[src/rtl/core/jsj_pkg.sv]
`default_nettype none

package jsj_pkg;

  localparam int unsigned ServoCount = 6;
  localparam int unsigned AxisW      = 12;
  localparam int unsigned AngleW     = 8;
  localparam int unsigned PeriodW    = 16;
  localparam int unsigned LimitsW    = ServoCount * AngleW;
  localparam int unsigned CfgIdxW    = 3;
  localparam int unsigned CfgDataW   = LimitsW;

  localparam logic [AxisW-1:0]   HighThReset  = AxisW'(3000);
  localparam logic [AxisW-1:0]   LowThReset   = AxisW'(1000);
  localparam logic [PeriodW-1:0] PeriodReset  = PeriodW'(40);
  localparam logic [AngleW-1:0]  TargetReset  = AngleW'(90);
  localparam logic [AngleW-1:0]  MaxAngleRst  = AngleW'(180);
  localparam logic [LimitsW-1:0] MinAnglesRst = '0;
  localparam logic [LimitsW-1:0] MaxAnglesRst = {ServoCount{MaxAngleRst}};

  typedef enum logic [CfgIdxW-1:0] {
    CFG_HIGH_THRESHOLD = 3'd0,
    CFG_LOW_THRESHOLD  = 3'd1,
    CFG_UPDATE_PERIOD  = 3'd2,
    CFG_MIN_ANGLES     = 3'd3,
    CFG_MAX_ANGLES     = 3'd4
  } cfg_idx_e;

  typedef struct packed {
    logic [AxisW-1:0] left_x;
    logic [AxisW-1:0] left_y;
    logic [AxisW-1:0] right_x;
    logic [AxisW-1:0] right_y;
    logic             left_button;
    logic             right_button;
    logic             auto_button;
    logic             emergency_stop;
  } in_item_t;

  typedef struct packed {
    logic [AngleW-1:0] target_0;
    logic [AngleW-1:0] target_1;
    logic [AngleW-1:0] target_2;
    logic [AngleW-1:0] target_3;
    logic [AngleW-1:0] target_4;
    logic [AngleW-1:0] target_5;
    logic              move_request;
    logic              auto_active;
    logic              buttons_drive_gripper;
  } out_item_t;

  // one degree step, raised to lo first, then lowered to hi
  function automatic logic [AngleW-1:0] jog(input logic [AngleW-1:0] cur,
                                            input logic              up,
                                            input logic [AngleW-1:0] lo,
                                            input logic [AngleW-1:0] hi);
    logic signed [AngleW+1:0] v;
    v = up ? $signed({2'b00, cur}) + 10'sd1 : $signed({2'b00, cur}) - 10'sd1;
    if (v < $signed({2'b00, lo})) v = $signed({2'b00, lo});
    if (v > $signed({2'b00, hi})) v = $signed({2'b00, hi});
    return v[AngleW-1:0];
  endfunction

endpackage

`default_nettype wire

[src/rtl/core/joystick_servo_jog.sv]
`default_nettype none

// Joystick jog controller for a six-servo arm. One input transaction is one
// millisecond tick and yields exactly one result transaction carrying all six
// servo targets and the mode flags. The block takes one transaction per clock
// cycle while in_stall_o is low; the state update and result are computed
// combinationally and the result is registered. A two-entry output
// register lets one more tick enter while a result is stalled, and in_stall_o
// rises only when both entries are full. Configuration writes are always
// ready and take effect on the next accepted tick; indexes past the last
// register are ignored.
module joystick_servo_jog (
  input  wire logic                          clk_i,
  input  wire logic                          rst_ni,
  input  wire logic                          in_valid_i,
  output logic                               in_stall_o,
  input  wire jsj_pkg::in_item_t             in_data_i,
  output logic                               out_valid_o,
  input  wire logic                          out_stall_i,
  output jsj_pkg::out_item_t                 out_data_o,
  input  wire logic                          cfg_valid_i,
  output logic                               cfg_ready_o,
  input  wire logic [jsj_pkg::CfgIdxW-1:0]   cfg_index_i,
  input  wire logic [jsj_pkg::CfgDataW-1:0]  cfg_data_i
);
  import jsj_pkg::*;

  logic [AxisW-1:0]   high_th_q;
  logic [AxisW-1:0]   low_th_q;
  logic [PeriodW-1:0] period_q;
  logic [LimitsW-1:0] min_angles_q;
  logic [LimitsW-1:0] max_angles_q;

  logic [AngleW-1:0]  targets_q [ServoCount];
  logic [AngleW-1:0]  targets_d [ServoCount];
  logic [PeriodW-1:0] wait_q, wait_d;
  logic               auto_q, auto_d;
  logic               ab_was_q, ab_was_d;
  logic               grip_q, grip_d;
  logic               both_was_q, both_was_d;

  logic               in_accept;
  logic               skid_full;
  logic               eval;
  logic               both;
  logic               changed;
  logic [3:0]         ax_step;
  logic [3:0]         ax_up;
  logic [AxisW-1:0]   ax_val [4];
  logic [AngleW-1:0]  lo_lim [ServoCount];
  logic [AngleW-1:0]  hi_lim [ServoCount];
  logic               btn_step;
  logic               btn_up;
  out_item_t          res;

  assign cfg_ready_o = 1'b1;
  assign in_accept   = in_valid_i && !skid_full;
  assign in_stall_o  = skid_full;

  always_ff @(posedge clk_i or negedge rst_ni) begin
    if (!rst_ni) begin
      high_th_q    <= HighThReset;
      low_th_q     <= LowThReset;
      period_q     <= PeriodReset;
      min_angles_q <= MinAnglesRst;
      max_angles_q <= MaxAnglesRst;
    end else if (cfg_valid_i) begin
      unique case (cfg_idx_e'(cfg_index_i))
        CFG_HIGH_THRESHOLD: high_th_q    <= cfg_data_i[AxisW-1:0];
        CFG_LOW_THRESHOLD:  low_th_q     <= cfg_data_i[AxisW-1:0];
        CFG_UPDATE_PERIOD:  period_q     <= cfg_data_i[PeriodW-1:0];
        CFG_MIN_ANGLES:     min_angles_q <= cfg_data_i[LimitsW-1:0];
        CFG_MAX_ANGLES:     max_angles_q <= cfg_data_i[LimitsW-1:0];
        default: ;
      endcase
    end
  end

  always_comb begin
    for (int i = 0; i < ServoCount; i++) begin
      lo_lim[i] = min_angles_q[i*AngleW +: AngleW];
      hi_lim[i] = max_angles_q[i*AngleW +: AngleW];
    end
  end

  // servo 0..3 axis order; servo 1 steps down on a high reading
  assign ax_val[0] = in_data_i.left_x;
  assign ax_val[1] = in_data_i.left_y;
  assign ax_val[2] = in_data_i.right_y;
  assign ax_val[3] = in_data_i.right_x;

  always_comb begin
    auto_d     = (in_data_i.auto_button && !ab_was_q) ? !auto_q : auto_q;
    ab_was_d   = in_data_i.auto_button;
    eval       = !in_data_i.auto_button && !auto_d && (wait_q == '0) &&
                 !in_data_i.emergency_stop;
    both       = in_data_i.left_button && in_data_i.right_button;

    if (eval) begin
      wait_d = (period_q == '0) ? '0 : period_q - PeriodW'(1);
    end else if (wait_q != '0) begin
      wait_d = wait_q - PeriodW'(1);
    end else begin
      wait_d = wait_q;
    end

    grip_d     = (eval && both && !both_was_q) ? !grip_q : grip_q;
    both_was_d = eval ? both : both_was_q;

    for (int i = 0; i < 4; i++) begin
      logic hi_hit;
      logic lo_hit;
      hi_hit     = ax_val[i] > high_th_q;
      lo_hit     = ax_val[i] < low_th_q;
      ax_step[i] = hi_hit || lo_hit;
      ax_up[i]   = (i == 1) ? !hi_hit : hi_hit;
    end

    btn_step = !both && (in_data_i.left_button || in_data_i.right_button);
    btn_up   = grip_d ? in_data_i.left_button : in_data_i.right_button;

    for (int i = 0; i < ServoCount; i++) targets_d[i] = targets_q[i];
    if (eval) begin
      for (int i = 0; i < 4; i++) begin
        if (ax_step[i]) begin
          targets_d[i] = jog(targets_q[i], ax_up[i], lo_lim[i], hi_lim[i]);
        end
      end
      if (btn_step && !grip_d) begin
        targets_d[4] = jog(targets_q[4], btn_up, lo_lim[4], hi_lim[4]);
      end
      if (btn_step && grip_d) begin
        targets_d[5] = jog(targets_q[5], btn_up, lo_lim[5], hi_lim[5]);
      end
    end
    changed = eval && ((ax_step != '0) || btn_step);

    res.target_0              = targets_d[0];
    res.target_1              = targets_d[1];
    res.target_2              = targets_d[2];
    res.target_3              = targets_d[3];
    res.target_4              = targets_d[4];
    res.target_5              = targets_d[5];
    res.move_request          = changed;
    res.auto_active           = auto_d;
    res.buttons_drive_gripper = grip_d;
  end

  always_ff @(posedge clk_i or negedge rst_ni) begin
    if (!rst_ni) begin
      for (int i = 0; i < ServoCount; i++) targets_q[i] <= TargetReset;
      wait_q     <= '0;
      auto_q     <= 1'b0;
      ab_was_q   <= 1'b0;
      grip_q     <= 1'b1;
      both_was_q <= 1'b0;
    end else if (in_accept) begin
      for (int i = 0; i < ServoCount; i++) targets_q[i] <= targets_d[i];
      wait_q     <= wait_d;
      auto_q     <= auto_d;
      ab_was_q   <= ab_was_d;
      grip_q     <= grip_d;
      both_was_q <= both_was_d;
    end
  end

  jsj_out_skid u_out_skid (
    .clk_i       (clk_i),
    .rst_ni      (rst_ni),
    .push_i      (in_accept),
    .push_data_i (res),
    .full_o      (skid_full),
    .out_valid_o (out_valid_o),
    .out_stall_i (out_stall_i),
    .out_data_o  (out_data_o)
  );

  a_no_move_in_auto: assert property (@(posedge clk_i) disable iff (!rst_ni)
    out_valid_o |-> !(out_data_o.move_request && out_data_o.auto_active))
    else $error("targets stepped while auto mode active");

  a_auto_toggle: assert property (@(posedge clk_i) disable iff (!rst_ni)
    (in_accept && in_data_i.auto_button && !ab_was_q) |=> (auto_q != $past(auto_q)))
    else $error("auto button edge did not toggle auto mode");

  a_estop_holds_timer: assert property (@(posedge clk_i) disable iff (!rst_ni)
    (in_accept && in_data_i.emergency_stop && (wait_q == '0)) |=> (wait_q == '0))
    else $error("period timer restarted under emergency stop");

  a_idle_state_holds: assert property (@(posedge clk_i) disable iff (!rst_ni)
    !in_accept |=> ($stable(wait_q) && $stable(grip_q) && $stable(auto_q)))
    else $error("state changed without an input transaction");

endmodule

`default_nettype wire

[src/rtl/core/jsj_out_skid.sv]
`default_nettype none

module jsj_out_skid (
  input  wire logic               clk_i,
  input  wire logic               rst_ni,
  input  wire logic               push_i,
  input  wire jsj_pkg::out_item_t push_data_i,
  output logic                    full_o,
  output logic                    out_valid_o,
  input  wire logic               out_stall_i,
  output jsj_pkg::out_item_t      out_data_o
);
  import jsj_pkg::*;

  logic      main_valid_q, main_valid_d;
  logic      skid_valid_q, skid_valid_d;
  out_item_t main_q, main_d;
  out_item_t skid_q, skid_d;

  always_comb begin
    main_valid_d = main_valid_q;
    skid_valid_d = skid_valid_q;
    main_d       = main_q;
    skid_d       = skid_q;
    if (skid_valid_q) begin
      if (!out_stall_i) begin
        main_d       = skid_q;
        skid_valid_d = 1'b0;
      end
    end else if (push_i) begin
      if (main_valid_q && out_stall_i) begin
        skid_d       = push_data_i;
        skid_valid_d = 1'b1;
      end else begin
        main_d       = push_data_i;
        main_valid_d = 1'b1;
      end
    end else if (!out_stall_i) begin
      main_valid_d = 1'b0;
    end
  end

  always_ff @(posedge clk_i or negedge rst_ni) begin
    if (!rst_ni) begin
      main_valid_q <= 1'b0;
      skid_valid_q <= 1'b0;
    end else begin
      main_valid_q <= main_valid_d;
      skid_valid_q <= skid_valid_d;
    end
  end

  always_ff @(posedge clk_i) begin
    main_q <= main_d;
    skid_q <= skid_d;
  end

  assign full_o      = skid_valid_q;
  assign out_valid_o = main_valid_q;
  assign out_data_o  = main_q;

  a_skid_behind_main: assert property (@(posedge clk_i) disable iff (!rst_ni)
    skid_valid_q |-> main_valid_q)
    else $error("skid entry held with empty output register");

  a_push_into_skid: assert property (@(posedge clk_i) disable iff (!rst_ni)
    (push_i && !skid_valid_q && main_valid_q && out_stall_i) |=> skid_valid_q)
    else $error("transaction lost while output stalled");

  a_drain_skid: assert property (@(posedge clk_i) disable iff (!rst_ni)
    (skid_valid_q && !out_stall_i) |=> (main_valid_q && !skid_valid_q))
    else $error("skid entry not moved forward");

endmodule

`default_nettype wire

[config.mk]
export PLATFORM = sky130hd
export DESIGN_NAME = joystick_servo_jog
export DESIGN_NICKNAME = d
export VERILOG_FILES = /design/src/rtl/core/jsj_pkg.sv /design/src/rtl/core/joystick_servo_jog.sv /design/src/rtl/core/jsj_out_skid.sv
export SDC_FILE = /design/constraint.sdc
export NUM_CORES = 1
export LEC_CHECK = 0
export ABC_AREA = 0
export BUFFER_PORTS_ARGS = -buffer_cell sky130_fd_sc_hd__buf_2
export CAP_MARGIN = 20
export CORE_UTILIZATION = 65
export DETAILED_ROUTE_END_ITERATION = 12
export PLACE_DENSITY = 0.86
export SYNTH_ARGS = -nofsm -noshare
export SYNTH_HDL_FRONTEND = slang
export SYNTH_HIERARCHICAL = 1
export SYNTH_SLANG_ARGS = --single-unit
[constraint.sdc]
create_clock -name clk_i -period 19.75 [get_ports clk_i]
set_input_delay 4.9375 -clock clk_i [delete_from_list [all_inputs] [get_ports clk_i]]
set_output_delay 4.9375 -clock clk_i [all_outputs]
set_load 0.01 [all_outputs]
==> reports/results.txt <==
Result of the run: completed
Clk sink count: 308
Final wirelength: 57.1 mm
Worst Hold Slack: 0.472 ns
Worst reg2reg startpoint: high_th_q[7]
Worst path bufs/invs: 2
Placeable core region: 0.0325 sq mm
Worst max-slew margin expressed relative to the limit: 0.262
Number of max-slew violations in the final report: 0
Predominant post-synthesis flop cell: sky130_fd_sc_hd__dfrtp_1
Count of nets left with antenna violations after detail routing: 0
Total global-route track usage: 0.340
Cts repair resizes: 0
Count of input and output buffers: 160
Number of fill cells: 2,307
Chip width: 183 microns
Area of the mapped netlist: 0.0214 sq mm
Final net count: 2,623
R2R Setup Slk: 11.51 ns
Slowest cell on the critical path: sky130_fd_sc_hd__nor3_1
Vias after detailed routing: 17,800
Power per unit of standard cell area: 117 mW/mm^2
Number of clock buffers inserted by TritonCTS: 35
Maximum number of pins on one net before global-route repair: 96
Clock insertion delay at the later pin of the skew report: 0.53 ns
Post-layout utilization of the core: 0.730
Gate Count Post-Synth: 2,192
Worst hold path endpoint: ab_was_q
Worst Slack Setup Final: 7.66 ns
Top-area cell type share of the netlist area: 0.166
Worst-case vdd ir drop: 102 uV
Lkg Pwr: 10.3 nW
Post-Synth XOR/XNOR Area: 0.0234
Proportion of synthesized area in mux cells: 0.114
# Max-Cap Violations: 0
Number of instances on the worst hold path: 2
Endpoint of the most critical register-to-register path: u_out_skid/out_data_o[19]
Hpwl dp: 40.2 mm
Critical path data arrival time: 12.48 ns
Nets in the synthesized netlist: 2,504
Initial antenna violation count: 4
Crit Path Category: input pin to register
Setup violations, final: 0
Synthesized-area fraction occupied by ao, oa, aoi and oai cells: 0.151
Maximum clock skew at final layout: 0.0158 ns
Placer congestion estimate: 0.949
Share of layout cells above drive strength 1: 0.218
Maximum count of clock buffers along a single path: 3
Fraction of the yosys area taken by sequential cells: 0.388
Critical Path RT: 20.15 ns
Clock tree from TritonCTS: done
Largest family of logic cells by synthesized area: simple AND/OR/NAND/NOR gates
Postcts setup bufs: 0
DR DRC count: 0
Largest stage delay on the critical path: 0.83 ns
Area growth syn-to-layout: 10.9%
Minimum clock period: 12.09 ns
FP Rows: 66
Vert. Die Dim: 183 microns
Setup TNS after final layout: 0 ns
DRT iter0 DRCs: 1,281
Count of pins on the block boundary: 162
Adder and majority gate portion of the synthesized area: 0.119
Die ar.: 0.0336 sq mm
Kind of cell with the highest combined delay on the critical path: compound AO/OA/AOI/OAI gates
Clock slew at the register clock pins of the worst setup and hold paths: 0.06 ns
Largest area contributor in the netlist: sky130_fd_sc_hd__dfrtp_1
Upper clock frequency limit: 82.7 MHz
Number of iterations in the first detailed-routing pass: 6
Global route overflow: 0
H-Tree Depth: 2
Most frequently used cell type in the post-synthesis netlist: sky130_fd_sc_hd__nand2_1
Worst-path maximum fanout: 26
Vias per cell: 6.38
Path type of the worst min-delay path: register to register
Wire length of the first global-routing pass: 90.7 mm
Vias in the first global route: 17,600
Count of unique library cells instantiated by Yosys: 92
Routed len/inst: 20.5 microns
Crit end category: register
Number of cells on the worst reg-to-reg path: 30
Final number of hold-violating endpoints: 0
Synth warn: 6
Critical hold path startpoint: ab_was_q
Overall power: 0.00277 W
Most used standard cells in the synthesized netlist: 236 x sky130_fd_sc_hd__nand2_1, 204 x sky130_fd_sc_hd__ha_1, 191 x sky130_fd_sc_hd__o21ai_0
Final period utilization: 0.612
Async set-reset flop share out of synthesis: 0.669
Post-synthesis simple-gate area fraction: 0.157
Pre-CTS setup slack: 7.33 ns
Cells taking the most area after synthesis: sky130_fd_sc_hd__dfrtp_1 17%, sky130_fd_sc_hd__edfxtp_1 14%, sky130_fd_sc_hd__ha_1 12%
CTS Root Buffer Type: sky130_fd_sc_hd__clkbuf_16
Number of synthesized register bits: 308
Initial Util: 0.658
Crit path launch type: input pin
Post-Syn Area per Cell: 9.75 sq um
Worst slew pin tran: 1.10 ns
RSZ-0062 raised after global routing: no
Count of flip-flops with a built-in enable after synthesis: 102
Hold buffer count at CTS: 0
[per-stage QoR]
| step | cell area (sq um) | cells |
|---|---|---|
| finish | 23700 | 2784 |
| global route | 23700 | 2782 |
| CTS | 23700 | 2776 |
| detailed placement | 22500 | 2713 |
| global placement | 22500 | 2713 |
| floorplan | 21400 | 2192 |
[worst register-to-register path, delay by kind of cell (launching register included)]
kind	cells	cell delay, ns
AO/OA/AOI/OAI	15	2.96
flip-flops	1	0.51
multiplexers	2	0.66
AND/OR/NAND/NOR	6	1.84
XOR/XNOR	1	0.25
adder cells (fa/ha/maj)	4	1.51
buffers and inverters	2	0.40
[state kept, by name (all words and copies together) (netlist names)]
signal and cells:
u_out_skid/out_valid_o 1, both_was_q 1, high_th_q 12, grip_q 1, low_th_q 12, u_out_skid/skid_q 51
ab_was_q 1, auto_q 1, u_out_skid/out_data_o 51, min_angles_q 48, max_angles_q 48, wait_q 16
u_out_skid/full_o 1, period_q 16, targets_q 48
[area by class of cell]
type,instances,area [sq um],share of cell area
clock inverters,13,168,0.00708
clock buffers,50,1040,0.0437
diodes,5,12.5,0.000528
multi-input cells,1637,12100,0.511
flip-flops and latches,308,8300,0.350
repair buffers,178,942,0.0398
inverters,151,567,0.0239
well taps,442,553,0.0233
[metal layers]
metal / share of wire / vias to the layer above / GRT usage
li1: - / 8225 / -
met1: 0.41 / 8647 / 0.432
met2: 0.49 / 722 / 0.588
met3: 0.066 / 163 / 0.0461
met4: 0.036 / 2 / 0.131
met5: 0.00014 / - / 0
[worst max-delay path by stage]
stage                   from  slack, ns  cells after the start                   endpoint
6_report       in_data_i[26]       7.66                     30  u_out_skid/out_data_o[19]
5_1_grt        in_data_i[26]       7.11                     30  u_out_skid/out_data_o[19]
4_1_cts        in_data_i[26]       7.83                     30  u_out_skid/out_data_o[19]
3_5_place_dp   in_data_i[26]       7.33                     30  u_out_skid/out_data_o[19]
3_3_place_gp   in_data_i[26]       7.42                     30  u_out_skid/out_data_o[19]
2_1_floorplan  in_data_i[41]       8.63                     30  u_out_skid/out_data_o[44]
[cell families (layout without fill, tap and decap cells)]
| kind of cell | after synthesis | count (layout) |
|---|---|---|
| AOI/OAI and AO/OA | 496 | 496 |
| and+or+nand+nor | 667 | 667 |
| buffers and inverters | 247 | 392 |
| other | 1 | 6 |
| adders and majority gates | 204 | 204 |
| xor gates and xnor gates | 57 | 57 |
| muxes | 212 | 212 |
| DFF | 308 | 308 |
[cell usage in the layout, fill, tap and decap left out, types with 9 or more instances in the layout]
cell type | Yosys | layout
sky130_fd_sc_hd__a2111oi_0 | 11 | 11
sky130_fd_sc_hd__a21o_1 | 19 | 19
sky130_fd_sc_hd__a21oi_1 | 76 | 76
sky130_fd_sc_hd__a221oi_1 | 9 | 9
sky130_fd_sc_hd__a31oi_1 | 15 | 14
sky130_fd_sc_hd__and3_1 | 19 | 19
sky130_fd_sc_hd__buf_2 | 10 | 159
sky130_fd_sc_hd__buf_4 | 1 | 17
sky130_fd_sc_hd__clkbuf_16 | 0 | 38
sky130_fd_sc_hd__dfrtp_1 | 142 | 141
sky130_fd_sc_hd__dfstp_2 | 64 | 64
sky130_fd_sc_hd__edfxtp_1 | 102 | 102
sky130_fd_sc_hd__ha_1 | 204 | 204
sky130_fd_sc_hd__inv_1 | 151 | 151
sky130_fd_sc_hd__mux2_2 | 136 | 136
sky130_fd_sc_hd__mux2_4 | 26 | 26
sky130_fd_sc_hd__mux2i_1 | 44 | 44
sky130_fd_sc_hd__nand2_1 | 236 | 236
sky130_fd_sc_hd__nand2b_1 | 26 | 26
sky130_fd_sc_hd__nand3_1 | 30 | 29
sky130_fd_sc_hd__nand4_1 | 35 | 35
sky130_fd_sc_hd__nor2_1 | 116 | 116
sky130_fd_sc_hd__nor2b_1 | 41 | 41
sky130_fd_sc_hd__nor3_1 | 53 | 51
sky130_fd_sc_hd__nor3b_1 | 18 | 17
sky130_fd_sc_hd__nor4_1 | 12 | 12
sky130_fd_sc_hd__nor4b_1 | 9 | 9
sky130_fd_sc_hd__o211ai_1 | 18 | 18
sky130_fd_sc_hd__o21a_1 | 22 | 21
sky130_fd_sc_hd__o21ai_0 | 191 | 191
sky130_fd_sc_hd__o21ai_1 | 21 | 21
sky130_fd_sc_hd__o31ai_1 | 11 | 11
sky130_fd_sc_hd__or3_1 | 15 | 15
sky130_fd_sc_hd__or4_1 | 10 | 10
sky130_fd_sc_hd__xnor2_1 | 36 | 36
sky130_fd_sc_hd__xor2_1 | 21 | 21
[report_power, final]
group / internal (W) / switching, W
Sequential: 0.000782 / 0.0000792
Combinational: 0.000504 / 0.000724
Clock: 0.000418 / 0.000262
Power figures use the tool's default switching activity.
